--- config.mk ---
export PLATFORM = sky130hd
export DESIGN_NAME = yuv_to_rgb_pixel_pair
export DESIGN_NICKNAME = d
export VERILOG_FILES = /design/src/rtl/core/yrgb_pkg.sv /design/src/rtl/core/yrgb_chroma.sv /design/src/rtl/core/yrgb_lane.sv /design/src/rtl/core/yuv_to_rgb_pixel_pair.sv
export SDC_FILE = /design/constraint.sdc
export NUM_CORES = 1
export LEC_CHECK = 0
export BUFFER_PORTS_ARGS = -buffer_cell sky130_fd_sc_hd__buf_2
export CORE_MARGIN = 5
export CORE_UTILIZATION = 64
export CTS_BUF_LIST = sky130_fd_sc_hd__clkbuf_8
export DETAILED_ROUTE_END_ITERATION = 7
export PLACE_DENSITY_LB_ADDON = 0.05
export SYNTH_ARGS = -nofsm -noshare
export SYNTH_HDL_FRONTEND = slang
export SYNTH_SLANG_ARGS = --single-unit
--- constraint.sdc ---
create_clock -name clk -period 4.1 [get_ports clk]
set_input_delay 0.41 -clock clk [delete_from_list [all_inputs] [get_ports clk]]
set_output_delay 0.41 -clock clk [all_outputs]
set_load 0.01 [all_outputs]
--- src/rtl/core/yrgb_pkg.sv ---
// ----------------------------------------------------------------------------
// yrgb_pkg
// Shared types and constants for the YCbCr to RGB pixel pair converter.
// ----------------------------------------------------------------------------
package yrgb_pkg;

    localparam int PIX_W    = 8;
    localparam int DIFF_W   = PIX_W + 1;
    localparam int COEF_W   = 18;
    localparam int FRAC_W   = 16;
    localparam int TERM_W   = 26;
    localparam int PROD_W   = DIFF_W + COEF_W;
    localparam int CLAMP_W  = TERM_W - FRAC_W;

    localparam logic signed [COEF_W-1:0] COEF_CR_TO_R = 18'sd91881;
    localparam logic signed [COEF_W-1:0] COEF_CB_TO_G = 18'sd22554;
    localparam logic signed [COEF_W-1:0] COEF_CR_TO_G = 18'sd46802;
    localparam logic signed [COEF_W-1:0] COEF_CB_TO_B = 18'sd116130;

    localparam logic [PIX_W-1:0] CHANNEL_MAX = 8'd255;
    localparam logic [PIX_W-1:0] CHANNEL_MIN = 8'd0;

    typedef logic [PIX_W-1:0] pixel_t;

    typedef struct packed {
        logic signed [TERM_W-1:0] cr_to_r;
        logic signed [TERM_W-1:0] cb_to_g;
        logic signed [TERM_W-1:0] cr_to_g;
        logic signed [TERM_W-1:0] cb_to_b;
    } chroma_terms_t;

    typedef struct packed {
        pixel_t red;
        pixel_t green;
        pixel_t blue;
    } rgb_t;

endpackage

--- src/rtl/core/yrgb_chroma.sv ---
// ----------------------------------------------------------------------------
// yrgb_chroma
// Chroma stage: forms the four scaled chroma terms shared by both lanes.
// ----------------------------------------------------------------------------
module yrgb_chroma
(
    input  logic                   clk,
    input  logic                   load,
    input  yrgb_pkg::pixel_t       chroma_blue,
    input  yrgb_pkg::pixel_t       chroma_red,
    output yrgb_pkg::chroma_terms_t terms
);
    import yrgb_pkg::*;

    logic signed [DIFF_W-1:0] db;
    logic signed [DIFF_W-1:0] dr;
    logic signed [PROD_W-1:0] cr_r_prod;
    logic signed [PROD_W-1:0] cb_g_prod;
    logic signed [PROD_W-1:0] cr_g_prod;
    logic signed [PROD_W-1:0] cb_b_prod;
    chroma_terms_t            terms_reg;
    chroma_terms_t            terms_next;

    // remove the chroma offset
    assign db = signed'({~chroma_blue[PIX_W-1], ~chroma_blue[PIX_W-1],
                         chroma_blue[PIX_W-2:0]});
    assign dr = signed'({~chroma_red[PIX_W-1], ~chroma_red[PIX_W-1],
                         chroma_red[PIX_W-2:0]});

    assign cr_r_prod = PROD_W'(dr) * PROD_W'(COEF_CR_TO_R);
    assign cb_g_prod = PROD_W'(db) * PROD_W'(COEF_CB_TO_G);
    assign cr_g_prod = PROD_W'(dr) * PROD_W'(COEF_CR_TO_G);
    assign cb_b_prod = PROD_W'(db) * PROD_W'(COEF_CB_TO_B);

    always_comb
    begin
        terms_next         = terms_reg;
        terms_next.cr_to_r = cr_r_prod[TERM_W-1:0];
        terms_next.cb_to_g = cb_g_prod[TERM_W-1:0];
        terms_next.cr_to_g = cr_g_prod[TERM_W-1:0];
        terms_next.cb_to_b = cb_b_prod[TERM_W-1:0];
    end

    always_ff @(posedge clk)
    begin
        if (load)
        begin
            terms_reg <= terms_next;
        end
    end

    assign terms = terms_reg;

endmodule

--- src/rtl/core/yrgb_lane.sv ---
// ----------------------------------------------------------------------------
// yrgb_lane
// Pixel lane: adds luma to the chroma terms, floors and clamps each channel.
// ----------------------------------------------------------------------------
module yrgb_lane
(
    input  yrgb_pkg::pixel_t        luma,
    input  yrgb_pkg::chroma_terms_t terms,
    output yrgb_pkg::rgb_t          rgb
);
    import yrgb_pkg::*;

    logic signed [TERM_W-1:0] base;
    logic signed [TERM_W-1:0] red_sum;
    logic signed [TERM_W-1:0] green_sum;
    logic signed [TERM_W-1:0] blue_sum;

    function automatic pixel_t clamp_channel(input logic signed [TERM_W-1:0] sum);
        logic [CLAMP_W-1:0] q;
        q = sum[TERM_W-1:FRAC_W];
        if (q[CLAMP_W-1])
            return CHANNEL_MIN;
        else if (q[CLAMP_W-2:PIX_W] != '0)
            return CHANNEL_MAX;
        else
            return q[PIX_W-1:0];
    endfunction

    assign base      = signed'({{(TERM_W-FRAC_W-PIX_W){1'b0}}, luma, {FRAC_W{1'b0}}});
    assign red_sum   = base + terms.cr_to_r;
    assign green_sum = base - terms.cb_to_g - terms.cr_to_g;
    assign blue_sum  = base + terms.cb_to_b;

    assign rgb.red   = clamp_channel(red_sum);
    assign rgb.green = clamp_channel(green_sum);
    assign rgb.blue  = clamp_channel(blue_sum);

endmodule

--- src/rtl/core/yuv_to_rgb_pixel_pair.sv ---
// ----------------------------------------------------------------------------
// yuv_to_rgb_pixel_pair
// Full-range BT.601 YCbCr 4:2:2 pixel pair to two RGB24 pixels.
// ----------------------------------------------------------------------------
// Usage:
//   Present luma_first, luma_second, chroma_blue and chroma_red with start
//   high; the item is taken at the clock edge where start is high and busy
//   is low. busy is always low, so one item may be offered every cycle.
//   The chroma stage registers the four scaled chroma terms, then two pixel
//   lanes add luma, floor and clamp, and the merge register presents both
//   pixels with done high for one cycle. Throughput is one item per clock,
//   set by the two-stage pipeline with one multiplier per chroma term.
//   The receiver cannot stall: each result stays on the ports only until
//   the next result is merged. Reset clears the stage valid flag and done;
//   the payload registers are not reset.
// ----------------------------------------------------------------------------
module yuv_to_rgb_pixel_pair
(
    input  logic             clk,
    input  logic             rst_n,
    input  logic             start,
    output logic             busy,
    input  yrgb_pkg::pixel_t luma_first,
    input  yrgb_pkg::pixel_t luma_second,
    input  yrgb_pkg::pixel_t chroma_blue,
    input  yrgb_pkg::pixel_t chroma_red,
    output logic             done,
    output yrgb_pkg::pixel_t red_first,
    output yrgb_pkg::pixel_t green_first,
    output yrgb_pkg::pixel_t blue_first,
    output yrgb_pkg::pixel_t red_second,
    output yrgb_pkg::pixel_t green_second,
    output yrgb_pkg::pixel_t blue_second
);
    import yrgb_pkg::*;

    logic          accept;
    logic          stage_valid_reg;
    logic          stage_valid_next;
    logic          done_reg;
    logic          done_next;
    pixel_t        luma_first_reg;
    pixel_t        luma_second_reg;
    chroma_terms_t terms;
    rgb_t          lane_first;
    rgb_t          lane_second;
    rgb_t          pix_first_reg;
    rgb_t          pix_second_reg;

    assign busy   = 1'b0;
    assign accept = start && !busy;

    yrgb_chroma u_chroma
    (
        .clk         (clk),
        .load        (accept),
        .chroma_blue (chroma_blue),
        .chroma_red  (chroma_red),
        .terms       (terms)
    );

    yrgb_lane u_lane_first
    (
        .luma  (luma_first_reg),
        .terms (terms),
        .rgb   (lane_first)
    );

    yrgb_lane u_lane_second
    (
        .luma  (luma_second_reg),
        .terms (terms),
        .rgb   (lane_second)
    );

    assign stage_valid_next = accept;
    assign done_next        = stage_valid_reg;

    always_ff @(posedge clk or negedge rst_n)
    begin
        if (!rst_n)
        begin
            stage_valid_reg <= 1'b0;
            done_reg        <= 1'b0;
        end
        else
        begin
            stage_valid_reg <= stage_valid_next;
            done_reg        <= done_next;
        end
    end

    // hold luma alongside the chroma terms
    always_ff @(posedge clk)
    begin
        if (accept)
        begin
            luma_first_reg  <= luma_first;
            luma_second_reg <= luma_second;
        end
    end

    // merge both lanes into the result register
    always_ff @(posedge clk)
    begin
        if (stage_valid_reg)
        begin
            pix_first_reg  <= lane_first;
            pix_second_reg <= lane_second;
        end
    end

    assign done         = done_reg;
    assign red_first    = pix_first_reg.red;
    assign green_first  = pix_first_reg.green;
    assign blue_first   = pix_first_reg.blue;
    assign red_second   = pix_second_reg.red;
    assign green_second = pix_second_reg.green;
    assign blue_second  = pix_second_reg.blue;

endmodule
; ---- Yosys cells after proc, flatten, opt, wreduce, memory -nomap -nowiden
; Index checks and enable logic that the tools add are counted.
[op_classes]
addsub = 8
bitwise_logic = 2
muxes = 6
n_mul = 4
[op_table]
columns = cell, n
row1 = $add 25x26->26, 4
row2 = $sub 25x26->26, 2
row3 = $sub 26x26->26, 2
row4 = $mux 8, 6
row5 = $mul 8x18->26 const B, 1
row6 = $mul 8x17->25 const B, 1
row7 = $mul 8x16->24 const B, 1
row8 = $mul 8x15->23 const B, 1
row9 = $not 1->1, 2
[totals]
in_bits = 35
elab_cells = 34
ff_bits = 167
out_inout_bits = 50

; ---- Depth between registers and ports, before layout
; Gate-level depths: netlist (run 1).
[depth]
word_depth = 3
depth_mapped = 19

; ---- Modules after synthesis
; Synthesis (run 1) repeated with hierarchy kept, for this count alone.
[unflattened]
hier_cells = 1592
area_unflattened_um2 = 16424.5
[by_module_without_submodules]
columns = module, seq_area_each_um2, area_each_um2, cells_per_inst, instances
row1 = yrgb_chroma, 2672.6, 10136.0, 957, 1
row2 = yrgb_lane (u_lane_second), 0.0, 2164.6, 286, 1
row3 = yrgb_lane (u_lane_first), 0.0, 2140.8, 281, 1
row4 = yuv_to_rgb_pixel_pair, 1971.9, 1983.2, 68, 1

; ---- Worst setup path before layout (run 1)
; Ideal clock, no wire load.
[synth_path]
kind = in2reg
from = in chroma_blue[7]
to = reg u_chroma.terms_reg (netlist bit u_chroma.terms[25]), data pin
t_arrival_ps = 4391
slack_ps = -562
stages = 17
cell_sequence = inv_1 ha_1 inv_1 fa_1 fa_1 fa_1 inv_1 ha_1 o21a_1 o2111ai_1 nand2_1 a31o_2 o41ai_4 o21ai_1 a21o_1 a21oi_1 xnor2_1
[synth_between]
elab_chain_cells = 2
[synth_rtl]
columns = element, line_no
row1 = from (decl), yuv_to_rgb_pixel_pair.sv:25  ; input yrgb_pkg::pixel_t chroma_blue,
row2 = $not 1->1, yrgb_chroma.sv:25  ; assign db = signed'({~chroma_blue[PIX_W-1], ~chroma_blue[PIX_W-1],
row3 = $mul 8x17->25, yrgb_chroma.sv:33  ; assign cb_b_prod = PROD_W'(db) * PROD_W'(COEF_CB_TO_B);
row4 = via u_chroma.cb_b_prod[25], yrgb_chroma.sv:20  ; logic signed [PROD_W-1:0] cb_b_prod;
row5 = to (signal assigned), yrgb_chroma.sv:48  ; terms_reg <= terms_next;
row6 = to (decl), yrgb_chroma.sv:21  ; chroma_terms_t terms_reg;
; The timed path passes the listed nets, and every way through them passes these cells.
; A chain may end at the register's enable or synchronous reset.

; ---- Final worst setup path (run 1)
[layout_path]
from = in chroma_red[3]
to = reg u_chroma.terms_reg (netlist bit u_chroma.terms[101]), data pin
[layout_between]
elab_chain_cells = 1
[layout_rtl]
columns = element, line_no
row1 = from (decl), yuv_to_rgb_pixel_pair.sv:26  ; input yrgb_pkg::pixel_t chroma_red,
row2 = $mul 8x18->26, yrgb_chroma.sv:30  ; assign cr_r_prod = PROD_W'(dr) * PROD_W'(COEF_CR_TO_R);
row3 = via u_chroma.cr_r_prod[23], yrgb_chroma.sv:17  ; logic signed [PROD_W-1:0] cr_r_prod;
; The timed path passes the listed nets, and every way through them passes these cells.

==> run_results.csv, run 1 <==
group,metric,value,unit
drt,vias,10000,
floorplanning,fp.dieW,158,um
critical_path,reg2reg_depth,9,
floorplanning,die_area,25000,sq um
drt,drt_iter0_drc,570,
synthesis,ys_ff_latch,133,
timing,fin_crit,4090,ps
timing,hold_viol,0,
clock_tree,cts_tree,"built",
synthesis,netlist_instances,1314,
clock_tree,worstSkewPairLatency,470,ps
placed_design,dp_hpwl,26100,um
critical_path,endpoint_kind,"flip-flop",
layout,final_cell_mix,"inv_1, ha_1, buf_4",
synthesis,synth_top_flop_cell,"edfxtp_1",
critical_path,crit_family,"adder cells",
timing,timing.fmax,244,MHz
critical_path,path_cells,"buf_2 -> ha_1 -> buf_4 -> ha_1 -> or2_2 -> fa_1 -> fa_1 -> ha_4 -> a21o_1 -> a21oi_2 -> o211ai_1 -> nand3_2 -> a21boi_2 -> o41a_1 -> a21boi_2 -> xnor2_1",
placed_design,portBuffers,83,
synthesis,synth_edf_count,131,
grt,antenna_found_initial,0,
critical_path,crit_type,"in -> reg",
critical_path,path_buf_inv,2,
synthesis,synth_area,14100,sq um
synthesis,synth_seq_area_share,28.3,%
critical_path,crit_path_max_incr_delay,620,ps
layout,diodes,0,
synthesis,ys_types,61,
grt,grt_pass1_vias,10500,
synthesis,async_flop_share,1.50,%
clock_tree,cts_num_sinks,133,
clock_tree,cts.path.max_buffers,2,
timing,holdWs,124,ps
drt,wl_per_cell,16.7,um
timing,slew_headroom,31.8,%
worst_hold_path,min_path_cells,1,
timing,skew,23.2,ps
timing,grt_setup_unrepaired,"true",
layout,drive_above_1_share,24.0,%
pwr,fin_total_pwr,11800,uW
drt,routed_wl,31300,um
critical_path,arrival,4300,ps
layout,final_common_cell,"inv_1",
grt,overflow,0,
critical_path,cp.required,4300,ps
timing,max_slew.worst_pin.slew,1020,ps
critical_path,rrSetupSlack,640,ps
worst_hold_path,hold_path_class,"in -> reg",
critical_path,rr_endpoint,"green_first[4]",
critical_path,crit_cells,16,
grt,globalRouteTotalUtil,26.3,%
floorplanning,boundaryPins,85,
timing,slew_viol_final,0,
pwr,power_density,692,nW/um^2
synthesis,syn-num-nets,1733,
drt,postRouteAntennaNets,0,
pwr,max-vdd-ir-drop,0.327,mV
clock_tree,cts_root_buffer,"clkbuf_8",
outcome,outcome,"finished, final reports clean",
clock_tree,clkSlewWorstSetupHoldPaths,90,ps
timing,finalCritPeriodShare,99.8,%
critical_path,crit_path_end,"u_chroma.terms[101]",
grt,grt_pass1_wl,51400,um
critical_path,crit_slowest_cell,"fa_1",
critical_path,startpoint_type,"input pin",
layout,area_growth,21.1,%
floorplanning,rows,54,
drt,via_per_inst,5.36,
placed_design,preCtsSetupSlack,-584,ps
job,drv_cap,0,
clock_tree,h-tree-depth,4,
critical_path,crit_path_max_fanout,4,
floorplanning,initial_core_util,64.7,%
synthesis,avgSynthCellArea,10.7,sq um
synthesis,yosysWarnings,0,
pwr,p_leak,0.00848,uW
critical_path,r2r-start,"luma_first_reg[3]",
timing,fin_ws,7.68,ps
critical_path,cp-startpoint,"chroma_red[3]",
placed_design,place_congestion,0.959,
grt,grt_max_degree,67,
clock_tree,cts_buffers,17,
layout,largest_reg_flops,67,
timing,setup_viol,0,
layout,fill_cells,1455,
floorplanning,core,21800,sq um
floorplanning,dieHeight,158,um
layout,layout.nets,1999,
drt,drc,0,
drt,drt-pass1-iter-count,4,
## synthesized netlist by cell type, drive strengths merged, types with 9 or more instances
| library cell | instances | area share, % |
|---|---|---|
| inv | 298 | 8.0 |
| ha | 269 | 24 |
| edfxtp | 131 | 28 |
| fa | 115 | 16 |
| a21oi | 67 | 2.4 |
| xnor2 | 67 | 4.2 |
| o21a | 60 | 3.2 |
| nor2 | 50 | 1.3 |
| o21ai | 41 | 1.5 |
| a21o | 32 | 1.7 |
| nand2 | 29 | 0.77 |
| xor2 | 20 | 1.2 |
| nor2b | 14 | 0.62 |
| nor3 | 13 | 0.46 |
| a31oi | 9 | 0.44 |
| nand2b | 9 | 0.40 |
## where the power goes
part	total [uW]	switching [uW]	internal, uW
sequential	2480	207	2270
combinational	8150	4260	3890
clock	1160	606	556
total	11800	5070	6710
## cells by family (layout without fill, tap and decap cells)
kind of cell | Yosys count | after routing | synth area share [%]
flops | 133 | 133 | 28.3
xor+xnor | 87 | 87 | 5.47
simple gates | 149 | 149 | 5.17
other cells | 1 | 1 | 0.0267
fa+ha+maj | 384 | 384 | 40.3
compound gates | 258 | 258 | 12.5
mux | 1 | 1 | 0.0711
buf+inv | 301 | 580 | 8.12
## stage by stage
step / instances / setup TNS, ps / utilization, % / instance area [sq um]
after floorplan: 1314 / -1450 / - / 14300
after global placement: 1825 / -8100 / 74.5 / 16200
after detailed placement: 1825 / -10180 / 74.5 / 16200
after CTS: 1860 / 0 / 76.5 / 16700
after global routing: 1873 / -350 / 78.3 / 17000
final: 1873 / 0 / 78.3 / 17000
## what timing repair did
| action | in CTS | in global routing |
|---|---|---|
| hold endpoints to repair | 2 | 0 |
| hold buffers | 1 | 0 |
| gates resized for setup | 2 | 60 |
| buffers inserted | 2 | 14 |
| endpoints found under the setup margin | 3 | 18 |
| pin swaps | 4 | 48 |
## layout make-up
type,instances,area [sq um],share of cell area [%]
multi-input combinational,880,9420,55.3
sequential,133,3990,23.4
timing repair buffer,250,1750,10.3
inverter,298,1130,6.65
tap,280,350,2.06
clock buffer,17,234,1.37
clock inverter,15,168,0.984
## worst register-to-register path: stages, from the launching register on
cell      delay [ps]
edfxtp_1         520
fa_1             520
ha_1             410
nand4_1          160
a211o_1          310
o211ai_2         200
and2_4           200
a221oi_1          90
xnor2_1          600
o31a_1           300
## worst min-delay path by stage
stage / start / to / slack, ps
finish: luma_second[1] / luma_second_reg[1] / 120
global route: luma_first[5] / luma_first_reg[5] / 100
CTS: luma_second[1] / luma_second_reg[1] / 90
detailed placement: rst_n / done / 200
global placement: rst_n / done / 190
floorplan: rst_n / done / 110
## layer usage
metal  vias up  share of wire [%]  global-route usage (%)  wire length (um)
met5         -                  0                       0                 0
met4         0                3.2                    8.90               986
met3        52                4.8                    4.46              1520
met2       225                 47                    42.6             14600
met1      4785                 45                    36.1             14200
li1       4979                  -                       -                 -
No activity file was read; power rests on OpenSTA's default activity.
==> run 2, diff against run 1 <==
--- a/config.mk
+++ b/config.mk
@@ -5,12 +5,13 @@
 export SDC_FILE = /design/constraint.sdc
 export NUM_CORES = 1
 export LEC_CHECK = 0
+export ABC_AREA = 1
 export BUFFER_PORTS_ARGS = -buffer_cell sky130_fd_sc_hd__buf_2
 export CORE_MARGIN = 5
-export CORE_UTILIZATION = 64
+export CORE_UTILIZATION = 65
 export CTS_BUF_LIST = sky130_fd_sc_hd__clkbuf_8
 export DETAILED_ROUTE_END_ITERATION = 7
-export PLACE_DENSITY_LB_ADDON = 0.05
+export PLACE_DENSITY = 0.88
 export SYNTH_ARGS = -nofsm -noshare
 export SYNTH_HDL_FRONTEND = slang
 export SYNTH_SLANG_ARGS = --single-unit
==> run 2 against run 1 <==
Compared with the run above:
- die area rose by 19%
- critical endpoint is now u_chroma.terms[49]
- first-iteration DRC count up 130%
- global-route usage is 5.4 points higher
==> run_results.csv, run 2 <==
group,metric,value,unit
clock_tree,clkSlewWorstSetupHoldPaths,100,ps
worst_hold_path,hold_path.startpoint,"luma_first[5]",
synthesis,synth_common_cells,"inv_1, nand2_1, ha_1, nor2_1, edfxtp_1",
synthesis,yosysWarnings,0,
clock_tree,cts_buffers,17,
floorplanning,fp.dieW,172,um
drt,postRouteAntennaNets,0,
placed_design,place_congestion,0.980,
timing,max_slew.worst_pin.slew,1070,ps
critical_path,path_cells,"buf_2 -> inv_1 -> fa_1 -> fa_1 -> inv_1 -> fa_1 -> inv_1 -> fa_1 -> inv_1 -> ha_1 -> nand2_1 -> nor2_1 -> nand4_1 -> o211ai_2 -> nand2_1 -> nand3_1 -> nand2_1",
floorplanning,die_area,29700,sq um
outcome,outcome,"finished, final reports clean",
synthesis,synth_top_area_share,23.0,%
clock_tree,cts_num_sinks,133,
synthesis,ys_types,47,
clock_tree,h-tree-depth,4,
critical_path,endpoint_kind,"flip-flop",
synthesis,ys_top_cells_by_area,"edfxtp_1, ha_1, fa_1",
grt,grt_max_degree,68,
layout,diodes,0,
synthesis,synth_seq_area_share,23.3,%
clock_tree,cts_root_buffer,"clkbuf_8",
timing,hold_viol,0,
layout,largest_reg_flops,67,
critical_path,arrival,4120,ps
critical_path,crit_path_max_fanout,4,
critical_path,rrSetupSlack,1230,ps
layout,final_cell_mix,"inv_1, nand2_1, ha_1",
critical_path,startpoint_type,"input pin",
clock_tree,cts.path.max_buffers,2,
critical_path,rr_endpoint,"green_second[4]",
drt,drc,0,
pwr,p_leak,0.0108,uW
timing,setup_viol,0,
drt,drt-pass1-iter-count,6,
timing,slew_headroom,29.0,%
timing,skew,19.9,ps
placed_design,portBuffers,83,
worst_hold_path,min_path_cells,1,
timing,grt_setup_unrepaired,"false",
timing,timing.fmax,256,MHz
drt,route.met3.wl,3200,um
job,drv_cap,0,
pwr,max-vdd-ir-drop,0.550,mV
floorplanning,initial_core_util,65.9,%
synthesis,netlist_instances,2192,
drt,wl_per_cell,16.7,um
layout,final_common_cell,"inv_1",
timing,finalCritPeriodShare,95.3,%
synthesis,ys_ff_latch,133,
critical_path,path_buf_inv,5,
grt,grt_pass1_vias,15200,
drt,top_layer_used,"met4",
synthesis,yosys.area.top_type,"edfxtp_1",
synthesis,post-synth-top-count-cell,"inv_1",
critical_path,cp.required,4320,ps
drt,wl_met1,19200,um
synthesis,avgSynthCellArea,7.82,sq um
grt,grt_pass1_wl,74300,um
drt,via_per_inst,5.48,
grt,globalRouteTotalUtil,31.7,%
grt,antenna_found_initial,0,
critical_path,cp-startpoint,"chroma_red[5]",
critical_path,reg2reg_depth,10,
critical_path,crit_type,"in -> reg",
grt,overflow,0,
layout,layout.nets,2834,
synthesis,synth_edf_count,131,
pwr,power_density,760,nW/um^2
floorplanning,dieHeight,172,um
layout,fin_cells,2763,
floorplanning,boundaryPins,85,
layout,drive_above_1_share,12.2,%
synthesis,synth_area,17100,sq um
clock_tree,worstSkewPairLatency,470,ps
critical_path,crit_path_max_incr_delay,550,ps
drt,vias,15200,
critical_path,r2r-start,"u_chroma.terms[48]",
clock_tree,postCtsSetupBuffers,0,
floorplanning,rows,59,
clock_tree,cts_tree,"built",
layout,area_growth,12.9,%
timing,fin_crit,3910,ps
drt,wl_met2,22300,um
placed_design,dp_hpwl,39700,um
critical_path,crit_slowest_cell,"fa_1",
synthesis,syn-num-nets,2611,
placed_design,placement.cell_area,18900,sq um
drt,routed_wl,46200,um
drt,drt_iter0_drc,1318,
critical_path,crit_family,"adder cells",
timing,slew_viol_final,0,
worst_hold_path,hold_path_class,"in -> reg",
synthesis,async_flop_share,1.50,%
synthesis,synth_top_flop_cell,"edfxtp_1",
worst_hold_path,holdPathEnd,"luma_first_reg[5]",
placed_design,placedCellCount,2730,
layout,design_area,19300,sq um
floorplanning,core,26000,sq um
## run 2: cell types whose count changed after synthesis, moves of 57 or more
| cell | previous run | this run |
|---|---|---|
| inv_1 | 298 | 526 |
| o21a_1 | 60 | 3 |
| nand2_1 | 29 | 521 |
| nand3_1 | 7 | 89 |
| nor2_1 | 50 | 183 |
| xnor2_1 | 66 | 4 |
## run 2: what timing repair did
action | CTS | global route
setup endpoints to repair | 0 | 2
hold buffers | 1 | 0
gates resized for setup | 0 | 3
hold endpoints to repair | 2 | 0
## run 2: cells by family after synthesis
family	after synthesis	share of synthesized area (%)
buffers and inverters	531	11.7
AOI/OAI and AO/OA	206	7.02
DFF	133	23.3
other	1	0.0219
and+or+nand+nor	884	21.6
xor gates and xnor gates	53	3.32
adders and majority gates	384	33.1
## run 2: metal layers
| layer | GRT usage, % | vias up |
|---|---|---|
| met5 | 0 | - |
| met4 | 10.6 | 0 |
| met3 | 4.16 | 115 |
| met2 | 54.9 | 611 |
| met1 | 41.1 | 7091 |
| li1 | - | 7333 |
## run 2: final cells by class
cell class	count	area, sq um
Tap cell	335	419
Sequential cell	133	3990
Timing Repair Buffer	207	1350
Clock buffer	17	234
Inverter	528	1980
Clock inverter	15	218
Fill cell	1978	6650
Multi-Input combinational cell	1528	11100
## run 2: stage by stage
| stage | total power (uW) | hold slack, ps | worst slack (ps) | TNS [ps] | util (%) |
|---|---|---|---|---|---|
| floorplan | 9660 | 114 | 21.9 | 0 | - |
| global placement | 12800 | 193 | -180 | -1630 | 72.6 |
| detailed placement | 13100 | 200 | -244 | -3270 | 72.6 |
| finish | 14700 | 112 | 192 | 0 | 74.4 |
| global route | 16100 | 104 | 5.90 | 0 | 74.4 |
| CTS | 14500 | 104 | 224 | 0 | 74.4 |
## run 2: worst max-delay path by stage
stage | depth (start not counted) | to | slack [ps]
floorplan | 17 | u_chroma.terms[49] | 20
detailed placement | 17 | u_chroma.terms[49] | -240
finish | 17 | u_chroma.terms[49] | 190
CTS | 17 | u_chroma.terms[49] | 220
global route | 15 | u_chroma.terms[101] | 6
global placement | 18 | u_chroma.terms[95] | -180
## run 2: where the power goes
part	total (uW)	switching (uW)	internal [uW]
Sequential	2560	295	2270
Combinational	10900	6740	4120
Clock	1280	605	680
Total	14700	7640	7060
